File: src/rtl/core/seven_segment_sequence_player_defines.svh
// assertion helpers shared by the rtl that checks itself
`ifndef SEVEN_SEGMENT_SEQUENCE_PLAYER_DEFINES_SVH
`define SEVEN_SEGMENT_SEQUENCE_PLAYER_DEFINES_SVH

// condition that must hold at every clock edge out of reset
`define SSSP_ASSERT_ALWAYS(label, expr, msg) \
    label: assert property (@(posedge clk) disable iff (!rst_n) (expr)) else $error(msg);

// condition that must hold in the cycle after the trigger
`define SSSP_ASSERT_NEXT(label, trig, expr, msg) \
    label: assert property (@(posedge clk) disable iff (!rst_n) (trig) |=> (expr)) else $error(msg);

`endif

File: src/rtl/core/sssp_pkg.sv
package sssp_pkg;

    localparam int DEPTH_DEFAULT = 8;

    localparam logic [15:0] ON_TICKS_RESET  = 16'd200;
    localparam logic [15:0] OFF_TICKS_RESET = 16'd100;

    localparam logic [1:0] CFG_ON_TICKS  = 2'd0;
    localparam logic [1:0] CFG_OFF_TICKS = 2'd1;

    typedef enum logic [1:0] {
        ACT_LOAD   = 2'd0,
        ACT_TICK   = 2'd1,
        ACT_RESEND = 2'd2
    } action_t;

    typedef enum logic [1:0] {
        PH_IDLE    = 2'd0,
        PH_SENDING = 2'd1,
        PH_SHOWING = 2'd2,
        PH_WAITING = 2'd3
    } phase_t;

    localparam logic [7:0] CHAR_POINT  = 8'h2E;
    localparam logic [7:0] CHAR_ZERO   = 8'h30;
    localparam logic [7:0] CHAR_NUL    = 8'h00;
    localparam logic [7:0] GLYPH_COUNT = 8'd16;
    localparam logic [7:0] GLYPH_POINT = 8'd10;
    localparam logic [7:0] PATTERN_BLANK = 8'hFF;

    // active-low dp g f e d c b a
    localparam logic [7:0] GLYPH_TABLE [16] = '{
        8'hC0, 8'hF9, 8'hA4, 8'hB0, 8'h99, 8'h92, 8'h82, 8'hF8,
        8'h80, 8'h98, 8'h7F, 8'hBF, 8'h9C, 8'h06, 8'hB0, 8'hA3
    };

endpackage

File: src/rtl/core/sssp_ram.sv
module sssp_ram #(
    parameter int WIDTH = 8,
    parameter int WORDS = 16
) (
    input  logic                     clk,
    input  logic                     wr_en,
    input  logic [$clog2(WORDS)-1:0] wr_addr,
    input  logic [WIDTH-1:0]         wr_data,
    input  logic [$clog2(WORDS)-1:0] rd_addr,
    output logic [WIDTH-1:0]         rd_data
);

    logic [WIDTH-1:0] mem [WORDS];

    always_ff @(posedge clk)
    begin
        if (wr_en)
        begin
            mem[wr_addr] <= wr_data;
        end
        rd_data <= mem[rd_addr];
    end

endmodule

File: src/rtl/core/seven_segment_sequence_player.sv
// Plays a loaded character string on one active-low seven-segment digit. Each
// transaction on the input channel (load, tick or resend) yields exactly one
// result in the following cycle, held in a single output register; the block takes one
// transaction per clock, also while a result waits, as long as that result
// leaves in the same cycle. Characters sit in a two-bank store RAM (each bank
// 2**clog2(DEPTH) words, one write and one registered read per clock); the read
// address always follows the next sequencer position so the character to show is
// ready when the next tick arrives. Configuration writes are taken in any cycle.
`include "seven_segment_sequence_player_defines.svh"

module seven_segment_sequence_player #(
    parameter int DEPTH = sssp_pkg::DEPTH_DEFAULT
) (
    input  logic        clk,
    input  logic        rst_n,

    input  logic        in_valid,
    output logic        in_ready,
    input  logic [1:0]  action,
    input  logic [7:0]  char_in,
    input  logic        last_char,

    output logic        out_valid,
    input  logic        out_ready,
    output logic        sent,
    output logic [7:0]  segments,
    output logic        spi_first,
    output logic [7:0]  spi_second,
    output logic        idle,

    input  logic        cfg_valid,
    output logic        cfg_ready,
    input  logic [1:0]  cfg_index,
    input  logic [15:0] cfg_data
);

    localparam int IW = $clog2(DEPTH);
    localparam int CW = $clog2(DEPTH + 1);
    localparam int AW = IW + 1;
    localparam logic [CW-1:0] DEPTH_C = CW'(DEPTH);

    logic [15:0]          on_ticks_reg;
    logic [15:0]          off_ticks_reg;
    logic                 play_bank_reg, play_bank_next;
    logic [CW-1:0]        load_count_reg, load_count_next;
    logic [CW-1:0]        play_length_reg, play_length_next;
    logic [CW-1:0]        read_index_reg, read_index_next;
    sssp_pkg::phase_t     phase_reg, phase_next;
    logic [15:0]          timeout_reg, timeout_next;
    logic [3:0]           last_glyph_reg, last_glyph_next;

    logic                 byp_valid_reg;
    logic [7:0]           byp_data_reg;

    logic                 out_valid_reg, out_valid_next;
    logic                 sent_reg, sent_next;
    logic [7:0]           pattern_reg, pattern_next;
    logic                 idle_reg;

    logic                 in_accept;
    logic                 mem_wr_en;
    logic [AW-1:0]        mem_wr_addr;
    logic [AW-1:0]        mem_rd_addr;
    logic [7:0]           mem_rd_data;
    logic [7:0]           char_cur;
    logic [7:0]           digit;
    logic                 glyph_hit;
    logic [7:0]           glyph_pattern;
    logic [CW-1:0]        load_count_inc;
    logic [15:0]          timeout_dec;
    logic                 index_in_range;

    assign in_accept = in_valid && in_ready;
    assign in_ready  = !out_valid_reg || out_ready;
    assign cfg_ready = 1'b1;

    // store: bank bit on top, character slot below
    sssp_ram #(
        .WIDTH (8),
        .WORDS (2 ** AW)
    ) u_store (
        .clk     (clk),
        .wr_en   (mem_wr_en),
        .wr_addr (mem_wr_addr),
        .wr_data (char_in),
        .rd_addr (mem_rd_addr),
        .rd_data (mem_rd_data)
    );

    assign mem_wr_addr = {~play_bank_reg, load_count_reg[IW-1:0]};
    assign mem_rd_addr = {play_bank_next, read_index_next[IW-1:0]};

    // the saturated slot past the end reads as NUL
    assign index_in_range = read_index_reg < DEPTH_C;
    assign char_cur = !index_in_range ? sssp_pkg::CHAR_NUL :
                      byp_valid_reg   ? byp_data_reg : mem_rd_data;

    assign digit = (char_cur == sssp_pkg::CHAR_POINT) ? sssp_pkg::GLYPH_POINT
                                                      : char_cur - sssp_pkg::CHAR_ZERO;
    assign glyph_hit     = digit < sssp_pkg::GLYPH_COUNT;
    assign glyph_pattern = glyph_hit ? sssp_pkg::GLYPH_TABLE[digit[3:0]]
                                     : sssp_pkg::PATTERN_BLANK;

    assign load_count_inc = (load_count_reg < DEPTH_C) ? CW'(load_count_reg + 1'b1)
                                                        : load_count_reg;
    assign timeout_dec = (timeout_reg != 16'd0) ? 16'(timeout_reg - 1'b1) : 16'd0;

    // next state
    always_comb
    begin
        play_bank_next   = play_bank_reg;
        load_count_next  = load_count_reg;
        play_length_next = play_length_reg;
        read_index_next  = read_index_reg;
        phase_next       = phase_reg;
        timeout_next     = timeout_reg;
        last_glyph_next  = last_glyph_reg;
        mem_wr_en        = 1'b0;
        if (in_accept)
        begin
            unique case (sssp_pkg::action_t'(action))
                sssp_pkg::ACT_LOAD:
                begin
                    mem_wr_en = load_count_reg < DEPTH_C;
                    load_count_next = load_count_inc;
                    if (last_char)
                    begin
                        if (load_count_inc < DEPTH_C)
                        begin
                            play_bank_next   = ~play_bank_reg;
                            play_length_next = load_count_inc;
                            read_index_next  = '0;
                            phase_next       = sssp_pkg::PH_SENDING;
                        end
                        load_count_next = '0;
                    end
                end
                sssp_pkg::ACT_TICK:
                begin
                    timeout_next = timeout_dec;
                    unique case (phase_reg)
                        sssp_pkg::PH_SENDING:
                        begin
                            if (glyph_hit)
                            begin
                                last_glyph_next = digit[3:0];
                            end
                            if (index_in_range)
                            begin
                                read_index_next = CW'(read_index_reg + 1'b1);
                            end
                            timeout_next = on_ticks_reg;
                            phase_next   = sssp_pkg::PH_SHOWING;
                        end
                        sssp_pkg::PH_SHOWING:
                        begin
                            if (timeout_dec == 16'd0)
                            begin
                                timeout_next = off_ticks_reg;
                                phase_next   = sssp_pkg::PH_WAITING;
                            end
                        end
                        sssp_pkg::PH_WAITING:
                        begin
                            if (timeout_dec == 16'd0)
                            begin
                                if (read_index_reg < play_length_reg && index_in_range &&
                                    char_cur != sssp_pkg::CHAR_NUL)
                                begin
                                    phase_next = sssp_pkg::PH_SENDING;
                                end
                                else
                                begin
                                    read_index_next = '0;
                                    phase_next      = sssp_pkg::PH_IDLE;
                                end
                            end
                        end
                        sssp_pkg::PH_IDLE:
                        begin
                        end
                    endcase
                end
                sssp_pkg::ACT_RESEND:
                begin
                end
                default:
                begin
                end
            endcase
        end
    end

    // result of the accepted transaction
    always_comb
    begin
        sent_next    = 1'b0;
        pattern_next = 8'h00;
        unique case (sssp_pkg::action_t'(action))
            sssp_pkg::ACT_TICK:
            begin
                if (phase_reg == sssp_pkg::PH_SENDING)
                begin
                    sent_next    = 1'b1;
                    pattern_next = glyph_pattern;
                end
                else if (phase_reg == sssp_pkg::PH_SHOWING && timeout_dec == 16'd0)
                begin
                    sent_next    = 1'b1;
                    pattern_next = sssp_pkg::PATTERN_BLANK;
                end
            end
            sssp_pkg::ACT_RESEND:
            begin
                sent_next    = 1'b1;
                pattern_next = sssp_pkg::GLYPH_TABLE[last_glyph_reg];
            end
            sssp_pkg::ACT_LOAD:
            begin
            end
            default:
            begin
            end
        endcase
        out_valid_next = in_accept || (out_valid_reg && !out_ready);
    end

    always_ff @(posedge clk or negedge rst_n)
    begin
        if (!rst_n)
        begin
            on_ticks_reg    <= sssp_pkg::ON_TICKS_RESET;
            off_ticks_reg   <= sssp_pkg::OFF_TICKS_RESET;
            play_bank_reg   <= 1'b0;
            load_count_reg  <= '0;
            play_length_reg <= '0;
            read_index_reg  <= '0;
            phase_reg       <= sssp_pkg::PH_IDLE;
            timeout_reg     <= 16'd0;
            last_glyph_reg  <= 4'd0;
            byp_valid_reg   <= 1'b0;
            out_valid_reg   <= 1'b0;
        end
        else
        begin
            if (cfg_valid && cfg_ready)
            begin
                if (cfg_index == sssp_pkg::CFG_ON_TICKS)
                begin
                    on_ticks_reg <= cfg_data;
                end
                else if (cfg_index == sssp_pkg::CFG_OFF_TICKS)
                begin
                    off_ticks_reg <= cfg_data;
                end
            end
            play_bank_reg   <= play_bank_next;
            load_count_reg  <= load_count_next;
            play_length_reg <= play_length_next;
            read_index_reg  <= read_index_next;
            phase_reg       <= phase_next;
            timeout_reg     <= timeout_next;
            last_glyph_reg  <= last_glyph_next;
            // ram read in the write cycle returns the old word
            byp_valid_reg   <= mem_wr_en && (mem_wr_addr == mem_rd_addr);
            out_valid_reg   <= out_valid_next;
        end
    end

    always_ff @(posedge clk)
    begin
        byp_data_reg <= char_in;
        if (in_accept)
        begin
            sent_reg    <= sent_next;
            pattern_reg <= pattern_next;
            idle_reg    <= phase_next == sssp_pkg::PH_IDLE;
        end
    end

    assign out_valid  = out_valid_reg;
    assign sent       = sent_reg;
    assign segments   = pattern_reg;
    assign spi_first  = pattern_reg[7];
    assign spi_second = {pattern_reg[6:0], 1'b0};
    assign idle       = idle_reg;

    `SSSP_ASSERT_ALWAYS(a_counts_bounded, load_count_reg <= DEPTH_C && play_length_reg < DEPTH_C, "load or play length out of range")
    `SSSP_ASSERT_ALWAYS(a_idle_matches, !out_valid_reg || (idle_reg == (phase_reg == sssp_pkg::PH_IDLE)), "idle flag disagrees with phase")
    `SSSP_ASSERT_ALWAYS(a_bypass_at_start, !byp_valid_reg || (phase_reg == sssp_pkg::PH_SENDING && read_index_reg == '0), "bypass outside string start")
    `SSSP_ASSERT_NEXT(a_send_shows, in_accept && action == sssp_pkg::ACT_TICK && phase_reg == sssp_pkg::PH_SENDING, out_valid_reg && sent_reg && phase_reg == sssp_pkg::PH_SHOWING, "send tick did not show a glyph")
    `SSSP_ASSERT_NEXT(a_last_clears, in_accept && action == sssp_pkg::ACT_LOAD && last_char, load_count_reg == '0, "load count not cleared after last character")

endmodule

File: config.mk
export PLATFORM = sky130hd
export DESIGN_NAME = seven_segment_sequence_player
export DESIGN_NICKNAME = d
export VERILOG_FILES = /design/src/rtl/core/sssp_pkg.sv /design/src/rtl/core/sssp_ram.sv /design/src/rtl/core/seven_segment_sequence_player.sv
export VERILOG_INCLUDE_DIRS = /design/src /design/src/rtl/core
export SDC_FILE = /design/constraint.sdc
export NUM_CORES = 1
export LEC_CHECK = 0
export BUFFER_PORTS_ARGS = -buffer_cell sky130_fd_sc_hd__buf_2
export CAP_MARGIN = 0
export CORE_UTILIZATION = 35
export CTS_CLUSTER_DIAMETER = 120
export CTS_CLUSTER_SIZE = 40
export DETAILED_ROUTE_END_ITERATION = 7
export HOLD_SLACK_MARGIN = 0.15
export SETUP_SLACK_MARGIN = 0.5
export SYNTH_ARGS = -nofsm -noshare
export SYNTH_HDL_FRONTEND = slang
export SYNTH_SLANG_ARGS = --single-unit
export TNS_END_PERCENT = 5
File: constraint.sdc
create_clock -name clk -period 8.1 [get_ports clk]
set_input_delay 0.405 -clock clk [delete_from_list [all_inputs] [get_ports clk]]
set_output_delay 0.405 -clock clk [all_outputs]
set_load 0.005 [all_outputs]
==> results.py <==
metrics = {
    "timing": {
        "setup-violations-final": 0,
        "fin_crit_ns": 4.101,
        "max_freq_mhz": 243.8,
        "period_share_pct": 50.63,
        "maxSlewHeadroom_pct": 34.09,
        "setup-tns-final_ns": 0,
        "clock_skew_ns": 0.02815,
        "whs_ns": 0.1652,
        "worst_pin_slew_ns": 0.9876,
        "hold_viol": 0,
        "rsz0062_at_grt": "false",
        "finalMaxSlewViolations": 0,
    },
    "route": {
        "wl_mm": 22.21,
        "antenna_left": 0,
        "vias_per_cell": 5.224,
        "dr.pass1.iters": 5,
        "avgRoutedWirePerCell_um": 17.94,
        "vias": 6467,
        "first_iter_violations": 536,
        "drc_errors": 0,
    },
    "yosys": {
        "ys_top_cells_by_area": "edfxtp_1 39%, dfrtp_1 15%, mux4_2 7.1%, ha_1 4.0%, mux2_2 3.8%",
        "syn_area_um2": 10510,
        "synth_xor_xnor_area_share_pct": 1.084,
        "synth-simple-area-share_pct": 10.10,
        "synth_top_area_share_pct": 39.44,
        "synth_most_common_cell": "edfxtp_1",
        "synth-adder-area-share_pct": 4.049,
        "yosys-top-cells-count": "138 x edfxtp_1, 81 x nand2_1, 63 x dfrtp_1",
        "synth_top_family_by_area": "multiplexers",
        "synth_cells": 812,
        "avgSynthCellArea_um2": 12.94,
        "synth_fp_nets": 880,
        "yosys_register_bits": 223,
        "synth_cell_types": 66,
        "yosysSeqAreaShare_pct": 59.00,
        "synth_compound_area_share_pct": 10.80,
        "muxShareOfSynthArea_pct": 11.78,
        "ys.flop_type": "edfxtp_1",
        "netlist.top_cell.by_area": "edfxtp_1",
        "synth-async-reset-ratio_pct": 30.94,
        "synth_edf_count": 138,
        "yosys_warnings": 0,
    },
    "final_layout": {
        "fin_area_um2": 11470,
        "drive_gt1_share_pct": 18.51,
        "regMostFlops": "u_store.mem",
        "nets": 914,
        "largest_reg_flops": 128,
        "n_antenna_cell": 0,
        "area_growth_pct": 9.170,
    },
    "cts": {
        "htree_levels": 1,
        "clock-sinks": 223,
        "cts_buffers": 9,
        "clkTransAtPathRegs_ns": 0.15,
        "tritoncts": "yes",
        "clk_path_buf_depth": 3,
        "cts_resized": 0,
        "clkLatencyLatePin_ns": 0.49,
        "cts_root_buf": "clkbuf_16",
    },
    "global_routing": {
        "gr-usage-met1_pct": 20.49,
        "gr-usage-all-layers_pct": 14.63,
        "grt_pass1_vias": 6362,
        "use_met2_pct": 24.21,
        "use_met3_pct": 2.186,
        "antenna_found_initial": 4,
        "overflow": 0,
        "busiest_layer": "met2",
        "grt_max_degree": 70,
        "grt_pass1_wl_mm": 35.40,
    },
    "critical_path": {
        "cp-end-kind": "flip-flop",
        "crit_type": "reg -> reg",
        "cp.required_ns": 8.47,
        "r2r_start": "timeout_reg[0]",
        "start_kind": "flip-flop",
        "ff2ff_setup_slack_ns": 4.00,
        "rr_worst_depth": 12,
        "cp.arrival_ns": 4.47,
        "r2r_end": "u_store.rd_data[0]",
        "cp_max_fo": 34,
    },
    "power": {
        "power_frac_seq_pct": 48.5,
        "intPower_mw": 1.963,
        "power_leakage_nw": 4.182,
        "p_sw_share_pct": 35.38,
        "power.share.clock_pct": 18.1,
        "comb_power_share_pct": 33.3,
        "power.density_nw_per_um2": 264.8,
        "p_switching_mw": 1.075,
        "irDropWorstVdd_uv": 146.3,
    },
    "min_path": {
        "hold_path_class": "in -> reg",
        "min_delay_path_depth": 2,
        "whs_endpoint": "off_ticks_reg[9]",
        "min_from": "cfg_data[9]",
    },
    "die": {
        "die_w_um": 175.3,
        "rows": 63,
        "core_area_um2": 29560,
        "initial_core_util_pct": 35.54,
        "die_h_um": 175.3,
        "pin_count": 56,
        "die-area_um2": 30710,
    },
    "placement": {
        "dpl_cell_area_um2": 11100,
        "io_buffers": 53,
        "gp_congestion": 0.8447,
        "dp_hpwl_mm": 14.96,
    },
    "job": {
        "max_cap_violations": 0,
    },
    "outcome": {
        "status": "completed",
    },
}
-- placed cells by master (no fill, tap or decap), types with 9 or more instances in the layout --
cell	count
dfxtp_1	16
mux2_2	35
nand2_1	81
a22o_1	11
mux2i_1	10
dfrtp_1	63
edfxtp_1	138
ha_1	34
mux4_2	33
o21ai_0	40
nor2b_1	12
dlygate4sd3_1	12
a21oi_1	38
a22oi_1	20
xnor2_1	11
clkbuf_16	9
nor3_1	13
inv_1	23
nor2_1	45
buf_2	53
nand2b_1	11
o21ai_1	11
-- metal layers --
| layer | share of wire [%] | vias to the layer above |
|---|---|---|
| met2 | 47 | 140 |
| met3 | 4.5 | 23 |
| met1 | 47 | 3198 |
| li1 | - | 3100 |
| met4 | 1.4 | 6 |
| met5 | 0.19 | - |
-- metrics by stage --
stage | power (mW) | utilization, % | instances | worst slack (ns)
floorplan | 2.240 | - | 812 | 4.670
global placement | 2.494 | 37.54 | 1213 | 4.041
detailed placement | 2.503 | 37.54 | 1213 | 3.984
CTS | 3.059 | 38.77 | 1237 | 3.987
global route | 3.241 | 38.80 | 1238 | 3.667
finish | 3.038 | 38.80 | 1238 | 3.999
-- worst max path at each step --
stage	start	endpoint	slack (ns)
6_report	timeout_reg[0]	u_store.rd_data[0]	4.00
5_1_grt	timeout_reg[0]	u_store.rd_data[0]	3.67
4_1_cts	timeout_reg[0]	u_store.rd_data[3]	3.99
3_5_place_dp	out_ready	u_store.rd_data[3]	3.98
3_3_place_gp	timeout_reg[0]	u_store.rd_data[3]	4.04
2_1_floorplan	byp_valid_reg	u_store.rd_data[0]	4.67
-- cell type report --
type / instances / area, um2
fillers: 2817 / 18090
flip-flops and latches: 223 / 6198
multi-input cells: 518 / 4014
well taps: 390 / 488.0
repair buffers: 71 / 430.4
clock buffers: 11 / 232.7
inverters: 23 / 86.33
clock inverters: 2 / 20.02
-- cells by family (layout without fill, tap and decap cells) --
| logic type | Yosys count | in the layout |
|---|---|---|
| flops | 223 | 223 |
| simple gates | 216 | 216 |
| compound gates | 175 | 175 |
| mux | 78 | 78 |
| buf+inv | 71 | 107 |
| fa+ha+maj | 34 | 34 |
| xor+xnor | 13 | 13 |
| other cells | 2 | 2 |
-- power groups by stage --
stage	combinational [mW]	sequential (mW)	clock [mW]
after global routing	1.14	1.50	0.607
after detailed placement	1.01	1.50	0
after global placement	0.995	1.50	0
final	1.01	1.47	0.551
after floorplan	0.810	1.43	0
after CTS	1.01	1.47	0.572
-- critical path, cell delays in order, from the launching register on --
cell,delay (ns)
dfrtp_1,0.45
inv_1,0.14
ha_1,0.29
or3b_1,0.41
nor3_1,0.26
mux2i_1,0.40
a41oi_2,0.27
nor4_2,0.41
o21ai_4,0.09
buf_4,0.32
mux4_2,0.52
a22oi_1,0.31
nand2_1,0.08
-- repair_timing --
| item | 4_1_cts | 5_1_grt |
|---|---|---|
| hold buffers | 11 | 1 |
| buffers inserted | 0 | 0 |
| setup endpoints to repair | 0 | 0 |
| hold endpoints to repair | 53 | 1 |
(Power assumes the default switching activity.)
